[src/rtl/tolr_pkg.sv]
// Shared constants, codes and types for the text overlay line renderer.
// No dependencies; tolr_line_seq, tolr_out_fifo and the top level import this package.
package tolr_pkg;

  // Screen and font geometry
  localparam int COLUMNS      = 30;
  localparam int ROWS         = 16;
  localparam int GLYPH_HEIGHT = 18;
  localparam int GLYPHS       = 256;

  localparam int SCREEN_CELLS = COLUMNS * ROWS;
  localparam int FONT_DEPTH   = GLYPHS * GLYPH_HEIGHT;
  localparam int SCR_AW       = (SCREEN_CELLS > 1) ? $clog2(SCREEN_CELLS) : 1;
  localparam int FONT_AW      = $clog2(FONT_DEPTH);
  localparam int COLCNT_W     = (COLUMNS > 1) ? $clog2(COLUMNS) : 1;

  // Port field widths
  localparam int CELL_W = 9;
  localparam int CODE_W = 8;
  localparam int GROW_W = 5;
  localparam int BITS_W = 16;
  localparam int LINE_W = 9;
  localparam int COL_W  = 5;
  localparam int PIX_W  = 12;

  // Font rows keep bits 2 to 13 of the written bitmap
  localparam int PIX_LSB = 2;

  // Scan line split: quotient by multiplication with a rounded-up reciprocal,
  // exact for every LINE_W-bit line number
  localparam int DIV_SHIFT = LINE_W + $clog2(GLYPH_HEIGHT);
  localparam int DIV_MULT  = (2 ** DIV_SHIFT + GLYPH_HEIGHT - 1) / GLYPH_HEIGHT;
  localparam int MULT_W    = DIV_SHIFT + 1;
  localparam int PROD_W    = LINE_W + MULT_W;

  // Output queue
  localparam int FIFO_DEPTH = 4;
  localparam int FIFO_AW    = 2;
  localparam int FIFO_CW    = 3;

  typedef enum logic [1:0] {
    OP_SCREEN_WR = 2'd0,
    OP_FONT_WR   = 2'd1,
    OP_RENDER    = 2'd2
  } op_t;

  typedef enum logic [1:0] {
    SEQ_IDLE,
    SEQ_DIVIDE,
    SEQ_SPLIT,
    SEQ_RENDER
  } seq_state_t;

  // One column request from the sequencer into the read pipeline
  typedef struct packed {
    logic              valid;
    logic [COL_W-1:0]  column;
    logic              last;
    logic              on_screen;
    logic [GROW_W-1:0] frow;
  } col_req_t;

  // One finished result transaction
  typedef struct packed {
    logic [COL_W-1:0] column;
    logic [PIX_W-1:0] plane0;
    logic [PIX_W-1:0] plane1;
    logic             last;
  } pix_item_t;

  function automatic logic [FONT_AW-1:0] font_addr(input logic [CODE_W-1:0] code,
                                                   input logic [GROW_W-1:0] row);
    font_addr = FONT_AW'(FONT_AW'(code) * FONT_AW'(GLYPH_HEIGHT) + FONT_AW'(row));
  endfunction

endpackage

[src/rtl/tolr_out_fifo.sv]
// Small result queue between the font read pipeline and the output channel.
// Depends on tolr_pkg; the writer never pushes into a full queue.
module tolr_out_fifo
  import tolr_pkg::*;
(
  input  logic               clk,
  input  logic               rst,
  input  logic               push,
  input  pix_item_t          push_item,
  input  logic               out_stall,
  output logic               out_valid,
  output pix_item_t          head,
  output logic [FIFO_CW-1:0] count
);

  pix_item_t          entries [FIFO_DEPTH];
  logic [FIFO_AW-1:0] wr_ptr;
  logic [FIFO_AW-1:0] rd_ptr;
  logic               pop;

  assign out_valid = (count != '0);
  assign pop       = out_valid && !out_stall;
  assign head      = entries[rd_ptr];

  always_ff @(posedge clk) begin
    if (rst) begin
      wr_ptr <= '0;
      rd_ptr <= '0;
      count  <= '0;
    end else begin
      if (push) begin
        wr_ptr <= FIFO_AW'(wr_ptr + 1'b1);
      end
      if (pop) begin
        rd_ptr <= FIFO_AW'(rd_ptr + 1'b1);
      end
      if (push && !pop) begin
        count <= FIFO_CW'(count + 1'b1);
      end else if (pop && !push) begin
        count <= FIFO_CW'(count - 1'b1);
      end
    end
  end

  always_ff @(posedge clk) begin
    if (push) begin
      entries[wr_ptr] <= push_item;
    end
  end

endmodule

[config.mk]
export PLATFORM = sky130hd
export DESIGN_NAME = tolr_out_fifo
export DESIGN_NICKNAME = d
export VERILOG_FILES = /design/src/rtl/tolr_pkg.sv /design/src/rtl/tolr_out_fifo.sv
export SDC_FILE = /design/constraint.sdc
export NUM_CORES = 1
export LEC_CHECK = 0
export ABC_AREA = 1
export BUFFER_PORTS_ARGS = -buffer_cell sky130_fd_sc_hd__buf_2
export CORE_MARGIN = 5
export CORE_UTILIZATION = 35
export DETAILED_ROUTE_END_ITERATION = 16
export MAX_ROUTING_LAYER = met4
export SLEW_MARGIN = 0
export SYNTH_ARGS = -nofsm -noshare
export SYNTH_HDL_FRONTEND = slang
export SYNTH_SLANG_ARGS = --single-unit
[constraint.sdc]
create_clock -name clk -period 3.7 [get_ports clk]
set_clock_uncertainty 0.15 [all_clocks]
set_input_delay 0.37 -clock clk [delete_from_list [all_inputs] [get_ports clk]]
set_output_delay 0.37 -clock clk [all_outputs]
set_load 0.01 [all_outputs]
==> impl_results.md <==
* Syn nets at between 300 and 400
* Crit path buf inv count at 2
* H-Tree Depth at 4
* Clk sinks at around 130
* Slew at the pin with the worst max-slew slack at 0.8318 ns
* Sw frac at 26.08%
* Vias in the first global route at 3026
* CTS tree: yes
* Ys Warns at 0
* Max-Cap Viols at 0
* Post-Route WL at roughly 10000 um
* Post-CTS Hold Fix Bufs at 0
* Top delay family on crit path: flip-flops
* Remaining global-route overflow at 0
* Total GRT Usage at 13.11%
* Pins Over Slew Limit at 0
* Post-Place Worst Slack at 1.469 ns
* Critical Path End Type: output port
* ANT cells at 0
* CP Cell Sequence: buf_4 -> o21ai_0 -> o22ai_1 -> buf_2
* Internal power at 2953 uW
* Hold Path Sink: entries[0][23]
* RSZ-0062 raised after global routing: no
* Vias after detailed routing at around 3000
* Row count at 43
* DP HPWL at 6042 um
* CTS max path bufs at 2
* WS Path Type: reg -> out
* IO buf count at 67
* Io pins at approximately 70
* Share of the core filled with cells at 43.10%
* Final Hold Vio Count at 0
* Seq pwr share at a little over two fifths
* Pwr/cell area at 667.7 nW/um2
* Pin count of the biggest net entering global routing at 61
* Net count, final at 468
* Minimum clock period at 2.634 ns
* Req. time, crit path at approximately 3.2 ns
* Post CTS Setup Buffer Count at 0
* First-pass GRT wire length at 15790 um
* Status: finished clean
* Clock power share at 40.4%
* Initial antenna violation count at 0
* Worst path slowest cell: dfxtp_2
* Hold Path Class: in -> reg
* Root buf cell: clkbuf_16
* Synth Instances at 354
* Crit path largest cell delay at about 0.81 ns
* Die Area at 16640 um2
* Starting density of the core at 35.71%
* Combinational fraction of design power at 16.1%
* Post-synthesis average cell area at 14.00 um2
* Yosys cell types at 17
* Element type at the critical path start: flip-flop
* RR Startpoint: wr_ptr[0]
* WHS Path Cells at 1
* CTS buffer count at 17
* CP arrival at 2.11 ns
* Total power at between 3000 and 4000 uW
* DRC errors left at 0
* WHS at about 0.028 ns
* Post-Synthesis Cell Area at 4957 um2
* Worst Reg-to-Reg Cells at 5
* Hold Crit Start: push_item[23]
* Switching power at 1042 uW
* Fmax at 379.7 MHz
* Vias per inst at 4.849
* Syn-to-layout area delta at 20.70%
* VDD IR max at 0.2552 mV
* Share of post-route cells with drive strength above 1 at 23.13%
* CP max FO at 38
* Core area at 13880 um2
* Worst skew pair latency at 0.40 ns
* Flops & latches, synth at 129
* Worst r2r dst: entries[2][20]
* WL per Instance at 16.26 um
* Routability congestion estimate at 0.7317
* Post-route setup TNS at 0 ns
* Vert. Die Dim at 129.0 um
* # setup viols final at 0
* R2r setup slk at approximately 1.7 ns
* DRT iter0 DRCs at approximately 150
* Clk slew on worst S/H paths at 0.05 ns
* Static leakage at around 0.0022 uW
* Seq/Total Area, Yosys at 76.33%
* Die width at 129.0 um
* Setup WS post-layout at 1.066 ns
* Remaining antenna violation count at 0
* CTS resizes at 0
* Relative slew slack at 44.49%
* Detailed Routing Iterations Pass 1 at 5
* Final period util at 71.18%
## layout make-up
type	instances	area, um2
inverter	18	75.07
sequential	129	3785
multi-input combinational	188	933.4
clock inverter	13	143.9
clock buffer	19	432.9
fill	1317	7898
tap	180	225.2
timing repair buffer	74	387.9
## per-layer routing
layer,up-vias,part of all wire [%],GRT usage (%)
met4,0,1.2,4.509
met1,1471,45,16.18
met2,76,49,20.37
met3,12,4.8,4.369
met5,-,0,-
li1,1452,-,-
## sequential cells by signal (all words and copies together) (netlist names), named ones only
name / cells
count: 3
entries: 120
rd_ptr: 2
wr_ptr: 2
## Yosys cell counts (all sizes together)
library cell,number,area [um2]
nand2,13,48.80
a21oi,6,30.03
o21ai,64,320.3
nor2,66,247.7
inv,18,75.07
dfxtp,9,180.2
nand3,2,10.01
o22ai,30,187.7
nand4,1,6.260
buf,19,165.2
ha,5,62.56
fa,1,20.02
edfxtp,120,3603
## placed cells by master (no fill, tap or decap), drive strengths merged
cell	n
a21oi	6
inv	18
clkinvlp	2
nor2	66
ha	5
edfxtp	120
o21ai	64
fa	1
nand4	1
bufinv	3
o22ai	30
clkbuf	19
nand3	2
buf	74
nand2	13
dfxtp	9
clkinv	8
## worst reg2reg max path: cells and delay by family (launching register included)
kind,cells,cell delay (ns)
fa+ha+maj,1,0.15
buf+inv,3,1.01
flops,1,0.32
simple gates,1,0.05
## power groups by stage
stage	registers, uW	clock network (uW)	logic (uW)
final	1740	1610	643
after CTS	1740	1650	661
after global placement	1770	0	647
after detailed placement	1770	0	658
after floorplan	1740	0	478
after global routing	1750	1730	728
## stage by stage
stage	area, um2	instances
3_3_place_gp	5406	589
3_5_place_dp	5406	589
5_1_grt	5983	621
4_1_cts	5983	621
6_report	5983	621
2_1_floorplan	4957	354
## logic make-up after synthesis
| logic type | after synthesis | synth area share (%) |
|---|---|---|
| fa+ha+maj | 6 | 1.666 |
| simple gates | 82 | 6.310 |
| flops | 129 | 76.33 |
| buf+inv | 37 | 4.846 |
| compound gates | 100 | 10.85 |
## worst max path at each step
stage,startpoint,endpoint,depth (start not counted)
CTS,flip-flop,head[23],4
global route,flip-flop,head[20],4
detailed placement,flip-flop,head[23],4
global placement,flip-flop,head[27],4
finish,flip-flop,head[23],4
floorplan,count[0],count[1],8
Power figures use the tool's default switching activity.
