$ cat config.mk
export PLATFORM = sky130hd
export DESIGN_NAME = tolr_line_seq
export DESIGN_NICKNAME = d
export VERILOG_FILES = /design/src/rtl/tolr_pkg.sv /design/src/rtl/tolr_line_seq.sv
export SDC_FILE = /design/constraint.sdc
export NUM_CORES = 1
export LEC_CHECK = 0
export BUFFER_PORTS_ARGS = -buffer_cell sky130_fd_sc_hd__buf_2
export CORE_UTILIZATION = 55
export DETAILED_ROUTE_END_ITERATION = 10
export GPL_TIMING_DRIVEN = 0
export PLACE_DENSITY = 0.89
export SYNTH_ARGS = -nofsm -noshare
export SYNTH_HDL_FRONTEND = slang
export SYNTH_SLANG_ARGS = --single-unit
$ cat constraint.sdc
create_clock -name clk -period 4 [get_ports clk]
set_input_delay 0 -clock clk [delete_from_list [all_inputs] [get_ports clk]]
set_output_delay 0 -clock clk [all_outputs]
set_load 0.02 [all_outputs]
$ cat src/rtl/tolr_pkg.sv
// Shared constants, codes and types for the text overlay line renderer.
// No dependencies; tolr_line_seq, tolr_out_fifo and the top level import this package.
package tolr_pkg;

  // Screen and font geometry
  localparam int COLUMNS      = 30;
  localparam int ROWS         = 16;
  localparam int GLYPH_HEIGHT = 18;
  localparam int GLYPHS       = 256;

  localparam int SCREEN_CELLS = COLUMNS * ROWS;
  localparam int FONT_DEPTH   = GLYPHS * GLYPH_HEIGHT;
  localparam int SCR_AW       = (SCREEN_CELLS > 1) ? $clog2(SCREEN_CELLS) : 1;
  localparam int FONT_AW      = $clog2(FONT_DEPTH);
  localparam int COLCNT_W     = (COLUMNS > 1) ? $clog2(COLUMNS) : 1;

  // Port field widths
  localparam int CELL_W = 9;
  localparam int CODE_W = 8;
  localparam int GROW_W = 5;
  localparam int BITS_W = 16;
  localparam int LINE_W = 9;
  localparam int COL_W  = 5;
  localparam int PIX_W  = 12;

  // Font rows keep bits 2 to 13 of the written bitmap
  localparam int PIX_LSB = 2;

  // Scan line split: quotient by multiplication with a rounded-up reciprocal,
  // exact for every LINE_W-bit line number
  localparam int DIV_SHIFT = LINE_W + $clog2(GLYPH_HEIGHT);
  localparam int DIV_MULT  = (2 ** DIV_SHIFT + GLYPH_HEIGHT - 1) / GLYPH_HEIGHT;
  localparam int MULT_W    = DIV_SHIFT + 1;
  localparam int PROD_W    = LINE_W + MULT_W;

  // Output queue
  localparam int FIFO_DEPTH = 4;
  localparam int FIFO_AW    = 2;
  localparam int FIFO_CW    = 3;

  typedef enum logic [1:0] {
    OP_SCREEN_WR = 2'd0,
    OP_FONT_WR   = 2'd1,
    OP_RENDER    = 2'd2
  } op_t;

  typedef enum logic [1:0] {
    SEQ_IDLE,
    SEQ_DIVIDE,
    SEQ_SPLIT,
    SEQ_RENDER
  } seq_state_t;

  // One column request from the sequencer into the read pipeline
  typedef struct packed {
    logic              valid;
    logic [COL_W-1:0]  column;
    logic              last;
    logic              on_screen;
    logic [GROW_W-1:0] frow;
  } col_req_t;

  // One finished result transaction
  typedef struct packed {
    logic [COL_W-1:0] column;
    logic [PIX_W-1:0] plane0;
    logic [PIX_W-1:0] plane1;
    logic             last;
  } pix_item_t;

  function automatic logic [FONT_AW-1:0] font_addr(input logic [CODE_W-1:0] code,
                                                   input logic [GROW_W-1:0] row);
    font_addr = FONT_AW'(FONT_AW'(code) * FONT_AW'(GLYPH_HEIGHT) + FONT_AW'(row));
  endfunction

endpackage

$ cat src/rtl/tolr_line_seq.sv
// Render sequencer: splits a scan line into text row and glyph row, then
// issues one screen read per column. Depends on tolr_pkg.
module tolr_line_seq
  import tolr_pkg::*;
(
  input  logic              clk,
  input  logic              rst,
  input  logic              start,
  input  logic [LINE_W-1:0] line_number,
  input  logic              space_ok,
  output logic              busy,
  output logic [SCR_AW-1:0] scr_rd_addr,
  output col_req_t          req
);

  seq_state_t state, state_next;

  logic [LINE_W-1:0]   line;
  logic [LINE_W-1:0]   trow;
  logic [GROW_W-1:0]   frow;
  logic                on_screen;
  logic [SCR_AW-1:0]   base;
  logic [COLCNT_W-1:0] col;

  logic [PROD_W-1:0] prod;
  logic [LINE_W-1:0] quot;
  logic              issue;
  logic              col_last;

  assign prod     = PROD_W'(line) * PROD_W'(MULT_W'(DIV_MULT));
  assign quot     = LINE_W'(prod >> DIV_SHIFT);
  assign col_last = (col == COLCNT_W'(COLUMNS - 1));

  always_ff @(posedge clk) begin
    if (rst) begin
      state <= SEQ_IDLE;
    end else begin
      state <= state_next;
    end
  end

  always_ff @(posedge clk) begin
    if (start) begin
      line <= line_number;
    end
    if (state == SEQ_DIVIDE) begin
      trow <= quot;
    end
    if (state == SEQ_SPLIT) begin
      frow      <= GROW_W'(line - LINE_W'(trow * LINE_W'(GLYPH_HEIGHT)));
      on_screen <= (int'(trow) < ROWS);
      base      <= SCR_AW'(SCR_AW'(trow) * SCR_AW'(COLUMNS));
      col       <= '0;
    end else if (issue) begin
      col <= COLCNT_W'(col + 1'b1);
    end
  end

  always_comb begin
    state_next    = state;
    issue         = 1'b0;
    busy          = (state != SEQ_IDLE);
    scr_rd_addr   = SCR_AW'(base + SCR_AW'(col));
    req.valid     = 1'b0;
    req.column    = COL_W'(col);
    req.last      = col_last;
    req.on_screen = on_screen;
    req.frow      = frow;
    unique case (state)
      SEQ_IDLE: begin
        if (start) begin
          state_next = SEQ_DIVIDE;
        end
      end
      SEQ_DIVIDE: begin
        state_next = SEQ_SPLIT;
      end
      SEQ_SPLIT: begin
        state_next = SEQ_RENDER;
      end
      SEQ_RENDER: begin
        issue     = space_ok;
        req.valid = space_ok;
        if (space_ok && col_last) begin
          state_next = SEQ_IDLE;
        end
      end
      default: begin
        state_next = SEQ_IDLE;
      end
    endcase
  end

endmodule

==> flow_summary_export.csv <==
group,metric,value,unit
outcome,status,"complete, no violations",
clock_network,insertion_delay,0.29,ns
timing,finalCriticalPeriod,3.99,ns
timing,finalMaxSlewViolations,0,
timing,timing.final.crit_share,99.7,%
logic_synthesis,synth-main-ff-cell,"edfxtp_1",
place,dpl_cell_area,0.00377,mm²
logic_synthesis,syn_inst,313,
clock_network,clk_pin_slew,0.07,ns
global_routing,grt_max_degree,21,
finish,drive_gt1_share,25.8,%
place,pre_cts_ws,-0.222,ns
worst_setup_path,critPathMaxFanout,4,
die,coreArea,0.00603,mm²
power_and_ir_drop,powerDensity,869,mW/mm²
die,dieArea,0.00670,mm²
clock_network,cts_made_buffers,5,
worst_setup_path,critPathArrivalTime,4.03,ns
place,dp_hpwl,5.42,mm
clock_network,clock-root-buffer,"clkbuf_8",
routing,vias,2536,
finish,fin_area,0.00424,mm²
routing,drt_wl_total,7.91,mm
routing,wl_met2,4.47,mm
worst_setup_path,startpoint_type,"register",
finish,num-fill-cells,403,
routing,antenna_left,0,
routing,drtIter0Drc,133,
routing,firstDrtPassIters,4,
power_and_ir_drop,ir_drop,0.605,mV
routing,met3_length,395,µm
die,rows,28,
place,portBuffers,35,
clock_network,cts_max_level,2,
die,io_pins,36,
die,fp.dieW,81.8,µm
logic_synthesis,synth_warnings,0,
finish,n_antenna_cell,0,
routing,wl_met1,2.68,mm
logic_synthesis,ys_seq_area_share,28.0,%
finish,synthToLayoutAreaGrowth,21.1,%
worst_setup_path,end_kind,"register",
timing,fin_ws,0.0121,ns
routing,wl_per_cell,17.3,µm
timing,setup_viol,0,
logic_synthesis,ys_ff_latch,35,
job,cap_violations,0,
finish,final_cell_mix,"68 x inv_1, 63 x ha_1, 35 x buf_2, 28 x edfxtp_1, 26 x fa_1",
clock_network,cts_sinks,35,
power_and_ir_drop,totalPowerFinal,3.69,mW
timing,finalSetupTns,0,ns
die,start_util,58.2,%
global_routing,grt_overflow_total,0,
timing,tightest_slew,0.825,ns
timing,relSlewSlack,45.0,%
routing,routed.top_layer,"met4",
global_routing,track_usage,24.5,%
timing,fmax,251,MHz
finish,nets,499,
global_routing,grt_pass1_vias,2645,
logic_synthesis,synth-edff-count,28,
global_routing,grt_antenna_before_repair,0,
clock_network,tritoncts,"built",
place,place_inst,423,
worst_setup_path,crit_required,4.04,ns
routing,viasPerCell,5.54,
routing,drc,0,
logic_synthesis,syn-cell-area,0.00350,mm²
min_path,hold_path.class,"in -> reg",
finish,finalNonFillerCells,458,
logic_synthesis,synth_async_sr_flop_share,0,%
timing,rsz0062_at_grt,"yes",
clock_network,clock_path_buffers,2,
worst_setup_path,path_class,"reg -> reg",
global_routing,grt_pass1_wl,11.9,mm
place,place.gp.congestion,0.879,
logic_synthesis,synth_nets,430,
timing,finalClockSkew,0.00920,ns
timing,finalHoldViolations,0,
power_and_ir_drop,p_leak,2.08,nW
logic_synthesis,synth_cell_types,39,
die,die_h,81.8,µm
logic_synthesis,synth_area_per_cell,11.2,µm²
finish,final_common_cell,"inv_1",
worst paths after layout:
kind | cells after the start | end | slack [ns] | start
worst max register to register | 12 | trow[4] | 0.01 | line[4]
worst min-delay path | 1 | line[1] | 0.09 | start
worst max-delay path | 12 | trow[4] | 0.01 | line[4]
worst min register to register | 2 | col[4] | 0.58 | col[4]
Yosys cell counts (all sizes together), types with 2 or more instances:
cell type	n	share of area, %
edfxtp	28	24
ha	72	26
xnor2	19	4.7
a211oi	4	0.86
nand3	3	0.43
xor2	7	1.7
a21oi	11	1.7
nor2b	3	0.75
nand4	2	0.36
nand2	2	0.21
fa	32	18
and4	2	0.50
a21o	6	1.3
nor2	10	1.1
o21ai	7	1.0
buf	4	0.86
dfxtp	7	4.0
inv	76	8.1
kinds of logic (layout without fill, tap and decap cells):
kind of cell | after synthesis | count (layout) | share of synthesized area, %
simple gates | 29 | 29 | 4.64
flops | 35 | 35 | 28.0
xor+xnor | 26 | 26 | 6.50
compound gates | 37 | 37 | 7.50
fa+ha+maj | 104 | 104 | 44.0
buf+inv | 81 | 151 | 9.10
mux | 1 | 1 | 0.286
critical path, stage by stage (launching register included):
cell	delay [ns]
edfxtp_1	0.54
fa_2	0.66
ha_1	0.25
ha_1	0.29
inv_1	0.05
fa_1	0.53
inv_1	0.05
ha_2	0.19
or3_4	0.38
o22ai_4	0.18
o221ai_4	0.16
a311oi_2	0.35
xnor2_1	0.10
sequential cells by signal (all words and copies together) (netlist names):
signal	count
on_screen	1
col	5
line	9
state	2
frow	5
trow	5
base	8
cell type report:
class                   instances  area (µm²)  area share (%)
flip-flops and latches         35         981            23.1
well taps                      75        93.8            2.21
clock buffers                   7        86.3            2.03
plain buffers                   5        33.8           0.796
clock inverters                 1        5.00           0.118
repair buffers                 62         407            9.58
inverters                      76         285            6.72
multi-input cells             197        2350            55.4
layer usage:
| metal | track usage [%] | up-vias |
|---|---|---|
| li1 | - | 1159 |
| met1 | 23.9 | 1243 |
| met2 | 49.8 | 101 |
| met3 | 4.22 | 33 |
| met4 | 9.65 | 0 |
| met5 | 0 | - |
power by group:
part           internal [mW]  switching, mW
logic                   1.20           1.46
registers              0.644          0.118
clock network          0.139          0.129
timing repair:
| item | 4_1_cts | 5_1_grt |
|---|---|---|
| gates resized for setup | 7 | 28 |
| hold buffers | 10 | 0 |
| buffers inserted | 5 | 12 |
| pin swaps | 5 | 27 |
| cloned | 0 | 0 |
| endpoints found under the setup margin | 5 | 5 |
| hold endpoints to repair | 11 | 0 |
metrics by stage:
stage | utilization, % | hold WS (ns)
finish | 70.4 | 0.0884
global route | 70.4 | 0.0840
CTS | 67.1 | 0.0860
detailed placement | 62.6 | 0.177
global placement | 62.6 | 0.177
floorplan | - | 0.0724
No activity file was read; power rests on OpenSTA's default activity.
