File: src/rtl/tolr_ram.sv
// Generic simple dual-port RAM: one write port, one read port, registered read.
// Read-first on a same-address collision. No dependencies.
module tolr_ram #(
  parameter int WIDTH = 8,
  parameter int DEPTH = 16
) (
  input  logic                                          clk,
  input  logic                                          we,
  input  logic [((DEPTH > 1) ? $clog2(DEPTH) : 1)-1:0]  wr_addr,
  input  logic [WIDTH-1:0]                              wr_data,
  input  logic [((DEPTH > 1) ? $clog2(DEPTH) : 1)-1:0]  rd_addr,
  output logic [WIDTH-1:0]                              rd_data
);

  logic [WIDTH-1:0] mem [DEPTH];

  always_ff @(posedge clk) begin
    if (we) begin
      mem[wr_addr] <= wr_data;
    end
    rd_data <= mem[rd_addr];
  end

endmodule

File: config.mk
export PLATFORM = sky130hd
export DESIGN_NAME = tolr_ram
export DESIGN_NICKNAME = d
export VERILOG_FILES = /design/src/rtl/tolr_ram.sv
export SDC_FILE = /design/constraint.sdc
export NUM_CORES = 1
export LEC_CHECK = 0
export BUFFER_PORTS_ARGS = -buffer_cell sky130_fd_sc_hd__buf_2
export CORE_UTILIZATION = 30
export DETAILED_ROUTE_END_ITERATION = 6
export PLACE_DENSITY_LB_ADDON = 0.2
export SLEW_MARGIN = 20
export SYNTH_ARGS = -nofsm -noshare
export SYNTH_HDL_FRONTEND = slang
export SYNTH_SLANG_ARGS = --single-unit
File: constraint.sdc
create_clock -name clk -period 1.4 [get_ports clk]
set_input_delay 0.07 -clock clk [delete_from_list [all_inputs] [get_ports clk]]
set_output_delay 0.07 -clock clk [all_outputs]
set_load 0.03 [all_outputs]
==> results of run 1 <==
## cells in the mapped netlist, drive strengths merged, types with 2 or more instances
cell	n	area (sq um)
nand3b	2	15.01
edfxtp	128	3844
buf	7	56.30
dfxtp	8	160.2
nand2b	2	12.51
nor2	13	48.80
nor3	4	20.02
clkdlybuf4s25	3	30.03
a22oi	16	120.1
mux4	32	773.2
nand2	9	33.78
## critical path: stages, from the launching register on
cell and delay (ns):
edfxtp_1 0.37, mux4_1 0.56, a22oi_1 0.22, nand2_1 0.08
## cell families (layout without fill, tap and decap cells)
kind of cell,count (synthesis),in the layout,synth area share
simple gates,35,35,0.03184
compound gates,16,16,0.02334
flops,136,136,0.7778
mux,32,32,0.1502
buf+inv,10,85,0.01677
## power breakdown
part           switching [mW]  total [mW]  internal, mW
Sequential             0.0275        4.58          4.55
Clock                    1.56        4.72          3.16
Combinational           0.300       0.510         0.210
## final cells by class
class                   instances  share of cell area
clock buffers                  24             0.07710
multi-input cells              83              0.1689
repair buffers                 53             0.06043
clock inverters                 8             0.02256
well taps                     220             0.04316
flip-flops and latches        136              0.6278
## routing by layer
| metal | GRT usage | share of wire |
|---|---|---|
| met3 | 0.03640 | 0.029 |
| met5 | 0 | 0 |
| met2 | 0.2129 | 0.49 |
| met4 | 0.05556 | 0.016 |
| met1 | 0.1679 | 0.46 |
## worst max-delay path by stage
stage,start,to,slack [ns],depth (start not counted)
6_report,mem[5][3],rd_data[3],0.06,3
3_5_place_dp,rd_addr[0],rd_data[5],-0.20,6
4_1_cts,mem[1][5],rd_data[5],0.04,3
2_1_floorplan,wr_addr[2],mem[3][0],0.06,2
5_1_grt,mem[1][5],rd_data[5],0.001,3
3_3_place_gp,rd_addr[0],rd_data[5],-0.19,6
## registers in the layout, indices dropped and copies added, names as in the netlist
signal and count:
rd_data 8, mem 128
## timing repair
item	CTS	global route
gates resized for setup	1	2
pin swaps	0	1
setup endpoints to repair	1	3
gates cloned	0	0
## through the flow
stage / setup WS [ns] / hold WS (ns)
2_1_floorplan: 0.06385 / 0.1689
3_3_place_gp: -0.1899 / 0.4636
6_report: 0.06386 / 0.05022
4_1_cts: 0.03646 / 0.04057
3_5_place_dp: -0.1966 / 0.4834
5_1_grt: 0.001353 / 0.05180
==> metrics.cfg, run 1 <==
[logic_synthesis]
yosys_warnings=0
syn_inst=229
postSynth.asyncResetShare=0
synth_area_per_cell_sq_um=22.48
synth_seq_cells=136
syn-num-nets=247
synth_ff_type=edfxtp_1
synth_edf_count=128
netlist_area_sq_mm=0.005147
ys_types=19
yosysSeqAreaShare=0.7778

[power]
peakVddDrop_mv=0.7569
p_total_mw=9.813
power_density_mw_per_mm2=1539
p_leak_nw=2.173

[timing]
max_freq_mhz=748.4
hold_viol=0
tns_ns=0
fin_crit_sh=0.9544
finClkSkew_ns=0.005330
slew_violations=0
slew_headroom=0.4532
rsz0062_at_grt=no
setup_viol=0
max_slew.worst_pin.slew_ns=0.8186
period_minus_slack_ns=1.336

[final_layout]
diodes=0
layout_commonest_cell=edfxtp_1
multiInputGateArea_sq_mm=0.001077
layout_common_cells=edfxtp_1, buf_2, buf_4, mux4_2, clkbuf_16
area_growth_pct=23.89
fillers=1495
fin_nets=309
utilization=0.3832
regArea_sq_mm=0.004004
finalNonFillerCells=524
layout-drive-gt1-share=0.3454
design_area_sq_mm=0.006377

[clock_tree]
h-tree-depth=4
cts.path.max_buffers=2
cts_sinks=136
post_cts_buffers=0
cts_made_buffers=17
cts_tree=built
path_clk_slew_ns=0.06
ctsHoldBuffers=0
cts-root-buf=clkbuf_16
clock_latency_ns=0.41

[die]
chipHeight_um=133.0
start_util=0.3093
die_area_sq_mm=0.01769
dieWidth_um=133.0
coreArea_sq_mm=0.01664
io_pins=26
num_rows=47

[setup_path]
setup.worst_path.start_class=register
required_ns=1.70
critical_path_arrival_ns=1.63
crit_path_end_kind=register
reg2reg_to=rd_data[3]
reg2reg_slack_ns=0.06
r2r_start=mem[5][3]
reg2reg_depth=3
critPathKind=reg -> reg
worst-path-max-fanout=1

[route]
via_per_inst=4.643
wl_per_cell_um=20.33
totalWireLength_mm=10.66
via_count=2433
ant_nets=0
drtIter0Drc=202
drc=0
first_pass_iters=6

[global_route]
antenna_found_initial=0
grt_max_degree=21
gr-usage-all-layers=0.1322
grt_pass1_wl_mm=16.28
grt-ovfl-total=0
grt_pass1_vias=2643

[run]
cap_violations=0

[outcome]
status=finished, final reports clean

[place]
port_buffers=25
place_area_sq_mm=0.005727
place_congestion=0.6746
dp_cells=492
hpwl_mm=6.994

[min_path]
hold_path.class=in -> reg
hold-path-endpoint=mem[3][4]
hold_depth=1
hold_start=wr_data[4]

Power figures use the tool's default switching activity.
==> inputs of run 2 (changes only) <==
--- a/config.mk
+++ b/config.mk
@@ -9,6 +9,7 @@
 export CORE_UTILIZATION = 30
 export DETAILED_ROUTE_END_ITERATION = 6
 export PLACE_DENSITY_LB_ADDON = 0.2
+export RECOVER_POWER = 100
 export SLEW_MARGIN = 20
 export SYNTH_ARGS = -nofsm -noshare
 export SYNTH_HDL_FRONTEND = slang
==> run 2 against run 1 <==
Against the previous run: via count increased by 0.86%; register-to-register slack is essentially flat; flip-flop and latch count unchanged; critical path depth unchanged; critical path type unchanged; hold slack better by 0.15 ns; routed wire length up 0.75%; clock-buffer cell count unchanged; core utilization fell by 0.53 points; cell area down 1.4%; die area stayed put; maximum frequency increased by 0.23%; first-iteration DRC count shrank 7.4%; highest routed layer unchanged.
==> metrics.cfg, run 2 (synthesis results as in run 1) <==
[final_layout]
layout_commonest_cell=edfxtp_1
diodes=0  ; unchanged
top_regs=mem (128), rd_data (8)
layout-drive-gt1-share=0.2303  ; -0.1151
fillers=1514  ; +1.3%
area_growth_pct=22.19
fin_nets=309  ; unchanged
utilization=0.3779  ; -0.005262
regMostFlops=mem
largest_register_ffs=128  ; unchanged
layout_common_cells=edfxtp_1, clkbuf_1, mux4_2, clkbuf_16, mux4_1

[setup_path]
reg2reg_to=rd_data[3]
required_ns=1.70  ; about the same
worst-path-max-fanout=1  ; unchanged
reg2reg_depth=3  ; unchanged
critPathKind=reg -> reg
reg2reg_slack_ns=0.07  ; about the same
r2r_start=mem[5][3]
crit_path_end_kind=register
critical_path_arrival_ns=1.63  ; about the same
setup.worst_path.start_class=register

[clock_tree]
h-tree-depth=4  ; unchanged
path_clk_slew_ns=0.06  ; about the same
cts_tree=built
cts_sinks=136  ; unchanged
cts.path.max_buffers=2  ; unchanged
cts_made_buffers=17  ; unchanged
clock_latency_ns=0.41  ; about the same
cts-root-buf=clkbuf_16
post_cts_buffers=0  ; unchanged

[min_path]
hold_depth=1  ; unchanged
hold-path-endpoint=mem[3][4]
hold_start=wr_data[4]
hold_path.class=in -> reg

[global_route]
antenna_found_initial=0  ; unchanged
gr-usage-all-layers=0.1322  ; unchanged
grt_max_degree=21  ; unchanged
grt_pass1_wl_mm=16.28  ; unchanged
grt_pass1_vias=2643  ; unchanged
grt-ovfl-total=0  ; unchanged

[route]
via_per_inst=4.683  ; +0.86%
via_count=2454  ; +0.86%
drc=0  ; unchanged
totalWireLength_mm=10.74  ; +0.75%
ant_nets=0  ; unchanged
wl_per_cell_um=20.49  ; +0.75%
first_pass_iters=4  ; -2
drtIter0Drc=187  ; -7.4%

[die]
start_util=0.3093  ; unchanged
coreArea_sq_mm=0.01664  ; unchanged
dieWidth_um=133.0  ; unchanged
chipHeight_um=133.0  ; unchanged
io_pins=26  ; unchanged
num_rows=47  ; unchanged
die_area_sq_mm=0.01769  ; unchanged

[power]
peakVddDrop_mv=0.7625  ; +0.75%
p_leak_nw=2.053  ; -5.5%
netSwitchingFraction=0.1925  ; +0.0004125
p_sw_mw=1.886  ; about the same
combinationalPowerShare=0.050  ; -0.002
intPower_mw=7.911  ; -0.23%
seqPwrFrac=0.468  ; about the same
power_density_mw_per_mm2=1557  ; +1.2%
clockPowerShare=0.482  ; about the same

[outcome]
status=finished, final reports clean

[timing]
max_freq_mhz=750.1  ; +0.23%
finClkSkew_ns=0.004963  ; -0.0003678 ns
slew_violations=0  ; unchanged
fin_crit_sh=0.9522  ; -0.002167
rsz0062_at_grt=no
slew_headroom=0.4573  ; +0.004163
max_slew.worst_pin.slew_ns=0.8123  ; -0.006232 ns
period_minus_slack_ns=1.333  ; -0.003033 ns
setup_viol=0  ; unchanged
finalWorstSetupSlack_ns=0.06689  ; +0.003033 ns
hold_viol=0  ; unchanged

[place]
pre_cts_ws_ns=-0.1966  ; unchanged
port_buffers=25  ; unchanged
hpwl_mm=6.994  ; unchanged
place_congestion=0.6746  ; unchanged

[run]
cap_violations=0  ; unchanged

[run 2: cell types whose count changed in the layout (fill, tap and decap cells not counted)]
| cell | delta |
|---|---|
| nor3_2 | -1 |
| buf_4 | -16 |
| clkbuf_1 | +34 |
| nor3_1 | +1 |
| clkbuf_2 | +2 |
| buf_2 | -20 |
[run 2: worst max path at each step]
stage                     startpoint          to  slack [ns]  cells past startpoint
after global placement    rd_addr[0]  rd_data[5]       -0.19                      6
after detailed placement  rd_addr[0]  rd_data[5]       -0.20                      6
after CTS                  mem[1][5]  rd_data[5]        0.04                      3
final                      mem[5][3]  rd_data[3]        0.07                      3
after global routing       mem[1][5]  rd_data[5]       0.001                      3
after floorplan           wr_addr[2]   mem[3][0]        0.06                      2
[run 2: critical path, stage by stage (launching register included)]
cell and delay (ns):
edfxtp_1 0.37, mux4_1 0.56, a22oi_1 0.22, nand2_1 0.08
[run 2: area by class of cell]
cell class / instances / area (sq um) / area share
Clock buffer: 24 / 491.7 / 0.07818
Clock inverter: 8 / 143.9 / 0.02288
Multi-Input combinational cell: 83 / 1072 / 0.1705
Sequential cell: 136 / 4004 / 0.6366
Tap cell: 220 / 275.3 / 0.04376
Timing Repair Buffer: 53 / 302.8 / 0.04814
[run 2: power groups by stage]
stage | registers (mW) | logic (mW) | clock network, mW
2_1_floorplan | 4.71 | 0.231 | 0
3_3_place_gp | 4.66 | 0.509 | 0
3_5_place_dp | 4.67 | 0.513 | 0
4_1_cts | 4.58 | 0.516 | 4.82
5_1_grt | 4.59 | 0.530 | 4.95
6_report | 4.58 | 0.490 | 4.72
[run 2: stage by stage]
stage,cell area [sq um],power [mW],cells,hold WS [ns],TNS [ns]
CTS,6367,9.913,524,0.04057,0
floorplan,5152,4.942,229,0.1689,0
global route,6290,10.07,524,0.2397,0
global placement,5727,5.170,492,0.4636,-0.5986
finish,6290,9.796,524,0.1967,0
detailed placement,5727,5.179,492,0.4834,-0.6333
[run 2: per-layer routing]
metal | vias up | wire (um) | track usage | share of wire
met5 | - | 0 | 0 | 0
met4 | 0 | 172 | 0.05556 | 0.016
met3 | 16 | 346 | 0.03640 | 0.032
met2 | 52 | 5267 | 0.2129 | 0.49
met1 | 1285 | 4949 | 0.1679 | 0.46
li1 | 1101 | - | - | -
[run 2: timing repair]
action | in CTS | in global routing
endpoints found under the hold margin | 0 | 0
hold buffers | 0 | 0
pin swaps | 0 | 1
setup endpoints to repair | 1 | 3
resized for setup | 1 | 2
==> inputs of run 3 (changes only) <==
--- a/config.mk
+++ b/config.mk
@@ -8,6 +8,7 @@
 export BUFFER_PORTS_ARGS = -buffer_cell sky130_fd_sc_hd__buf_2
 export CORE_UTILIZATION = 30
 export DETAILED_ROUTE_END_ITERATION = 6
+export MAX_ROUTING_LAYER = met4
 export PLACE_DENSITY_LB_ADDON = 0.2
 export RECOVER_POWER = 100
 export SLEW_MARGIN = 20
==> run 3 against run 2 <==
Against the previous run: final cell count unchanged; maximum frequency fell by 0.53%; critical path depth stayed put; die area unchanged; via count decreased by 0.98%; sequential power about the same; routed wire length decreased by 0.29%; cell area stayed put; clock skew increased by 0.0022 ns; flip-flop and latch count unchanged; first-iteration DRC count decreased by 16%.
==> metrics.cfg, run 3 (synthesis results as in run 1) <==
[route]
wl_per_cell_um=20.43  ; -0.29%
totalWireLength_mm=10.70  ; -0.29%
first_pass_iters=4  ; unchanged
ant_nets=0  ; unchanged
drc=0  ; unchanged
drtIter0Drc=158  ; -16%
via_per_inst=4.637  ; -0.98%
via_count=2430  ; -0.98%

[clock_tree]
h-tree-depth=4  ; unchanged
cts_made_buffers=17  ; unchanged
ctsHoldBuffers=0  ; unchanged
post_cts_buffers=0  ; unchanged
path_clk_slew_ns=0.06  ; about the same
cts-root-buf=clkbuf_16
cts.path.max_buffers=2  ; unchanged
cts_tree=built
cts_sinks=136  ; unchanged
clock_latency_ns=0.41  ; about the same

[final_layout]
fin_nets=309  ; unchanged
layout_commonest_cell=edfxtp_1
utilization=0.3779  ; unchanged
regMostFlops=mem
largest_register_ffs=128  ; unchanged
top_regs=mem (128), rd_data (8)
layout_common_cells=edfxtp_1, clkbuf_1, mux4_2, clkbuf_16, mux4_1
diodes=0  ; unchanged
area_growth_pct=22.19  ; unchanged
layout-drive-gt1-share=0.2303  ; unchanged

[run]
cap_violations=0  ; unchanged

[place]
place_congestion=0.6813  ; +0.99%
hpwl_mm=6.994  ; unchanged
pre_cts_ws_ns=-0.1966  ; unchanged
port_buffers=25  ; unchanged

[die]
num_rows=47  ; unchanged
dieWidth_um=133.0  ; unchanged
start_util=0.3093  ; unchanged
coreArea_sq_mm=0.01664  ; unchanged
chipHeight_um=133.0  ; unchanged
die_area_sq_mm=0.01769  ; unchanged
io_pins=26  ; unchanged

[timing]
slew_headroom=0.4691  ; +0.01177
hold_viol=0  ; unchanged
max_freq_mhz=746.2  ; -0.53%
max_slew.worst_pin.slew_ns=0.7947  ; -0.01762 ns
period_minus_slack_ns=1.340  ; +0.007085 ns
fin_crit_sh=0.9573  ; +0.005061
setup_viol=0  ; unchanged
rsz0062_at_grt=no
slew_violations=0  ; unchanged
finalWorstSetupSlack_ns=0.05981  ; -0.007085 ns
worst_hold_slack_ns=0.2058  ; +0.009181 ns
finClkSkew_ns=0.007143  ; +0.002180 ns

[power]
peakVddDrop_mv=0.7537  ; -1.2%
p_leak_nw=2.053  ; unchanged
netSwitchingFraction=0.1918  ; -0.0006853
p_total_mw=9.789  ; about the same
intPower_mw=7.912  ; about the same
power_density_mw_per_mm2=1556  ; about the same
seqPwrFrac=0.468  ; about the same
combinationalPowerShare=0.050  ; about the same
clockPowerShare=0.482  ; about the same
p_sw_mw=1.877  ; -0.43%

[setup_path]
critical_path_arrival_ns=1.64  ; about the same
r2r_start=mem[1][5]
crit_start=mem[1][5]
setup.worst_path.start_class=register
crit_path_end_kind=register
critPathKind=reg -> reg
worst-path-max-fanout=1  ; unchanged
required_ns=1.70  ; about the same

[min_path]
hold_path.class=in -> reg
hold_start=wr_data[4]

[global_route]
grt_pass1_vias=2636  ; -0.26%
grt-ovfl-total=0  ; unchanged
antenna_found_initial=0  ; unchanged
grt_pass1_wl_mm=16.38  ; +0.59%
gr-usage-all-layers=0.1367  ; +0.004467
grt_max_degree=21  ; unchanged

[outcome]
status=finished, final reports clean

run 3: cell counts in the layout (fill, tap and decap cells not counted):
Identical to the previous run, type by type.
run 3: layer usage:
metal / part of all wire / GRT usage / vias up
met1: 0.46 / 0.1702 / 1279
met2: 0.49 / 0.2115 / 38
met4: 0.014 / 0.05364 / 0
met5: 0 / - / -
met3: 0.036 / 0.03755 / 12
li1: - / - / 1101
run 3: through the flow:
stage,instance area (sq um),cells,setup TNS [ns]
2_1_floorplan,5152,229,0
3_3_place_gp,5727,492,-0.5986
3_5_place_dp,5727,492,-0.6333
4_1_cts,6367,524,0
5_1_grt,6290,524,0
6_report,6290,524,0
run 3: power groups by stage:
stage	sequential, mW	combinational (mW)	clock (mW)
2_1_floorplan	4.71	0.231	0
3_3_place_gp	4.66	0.509	0
3_5_place_dp	4.67	0.513	0
4_1_cts	4.58	0.516	4.82
5_1_grt	4.59	0.530	4.95
6_report	4.58	0.489	4.72
run 3: layout make-up:
type | count | area [sq um]
multi-input cells | 83 | 1072
repair buffers | 53 | 302.8
well taps | 220 | 275.3
fillers | 1514 | 10350
clock inverters | 8 | 143.9
clock buffers | 24 | 491.7
flip-flops and latches | 136 | 4004
run 3: worst max-delay path, cell delays in order, from the launching register on:
cell      delay (ns)
edfxtp_1        0.37
mux4_1          0.53
a22oi_2         0.26
nand2_1         0.08
run 3: path summary, 6_finish.rpt:
check | cells after the start | endpoint | slack (ns)
max | 3 | rd_data[5] | 0.06
min | 1 | mem[3][4] | 0.21
max reg2reg | 3 | rd_data[5] | 0.06
min reg2reg | 3 | rd_data[1] | 0.67
run 3: timing repair:
item | 4_1_cts | 5_1_grt
pin swaps | 0 | 1
gates resized for setup | 1 | 2
setup endpoints to repair | 1 | 3
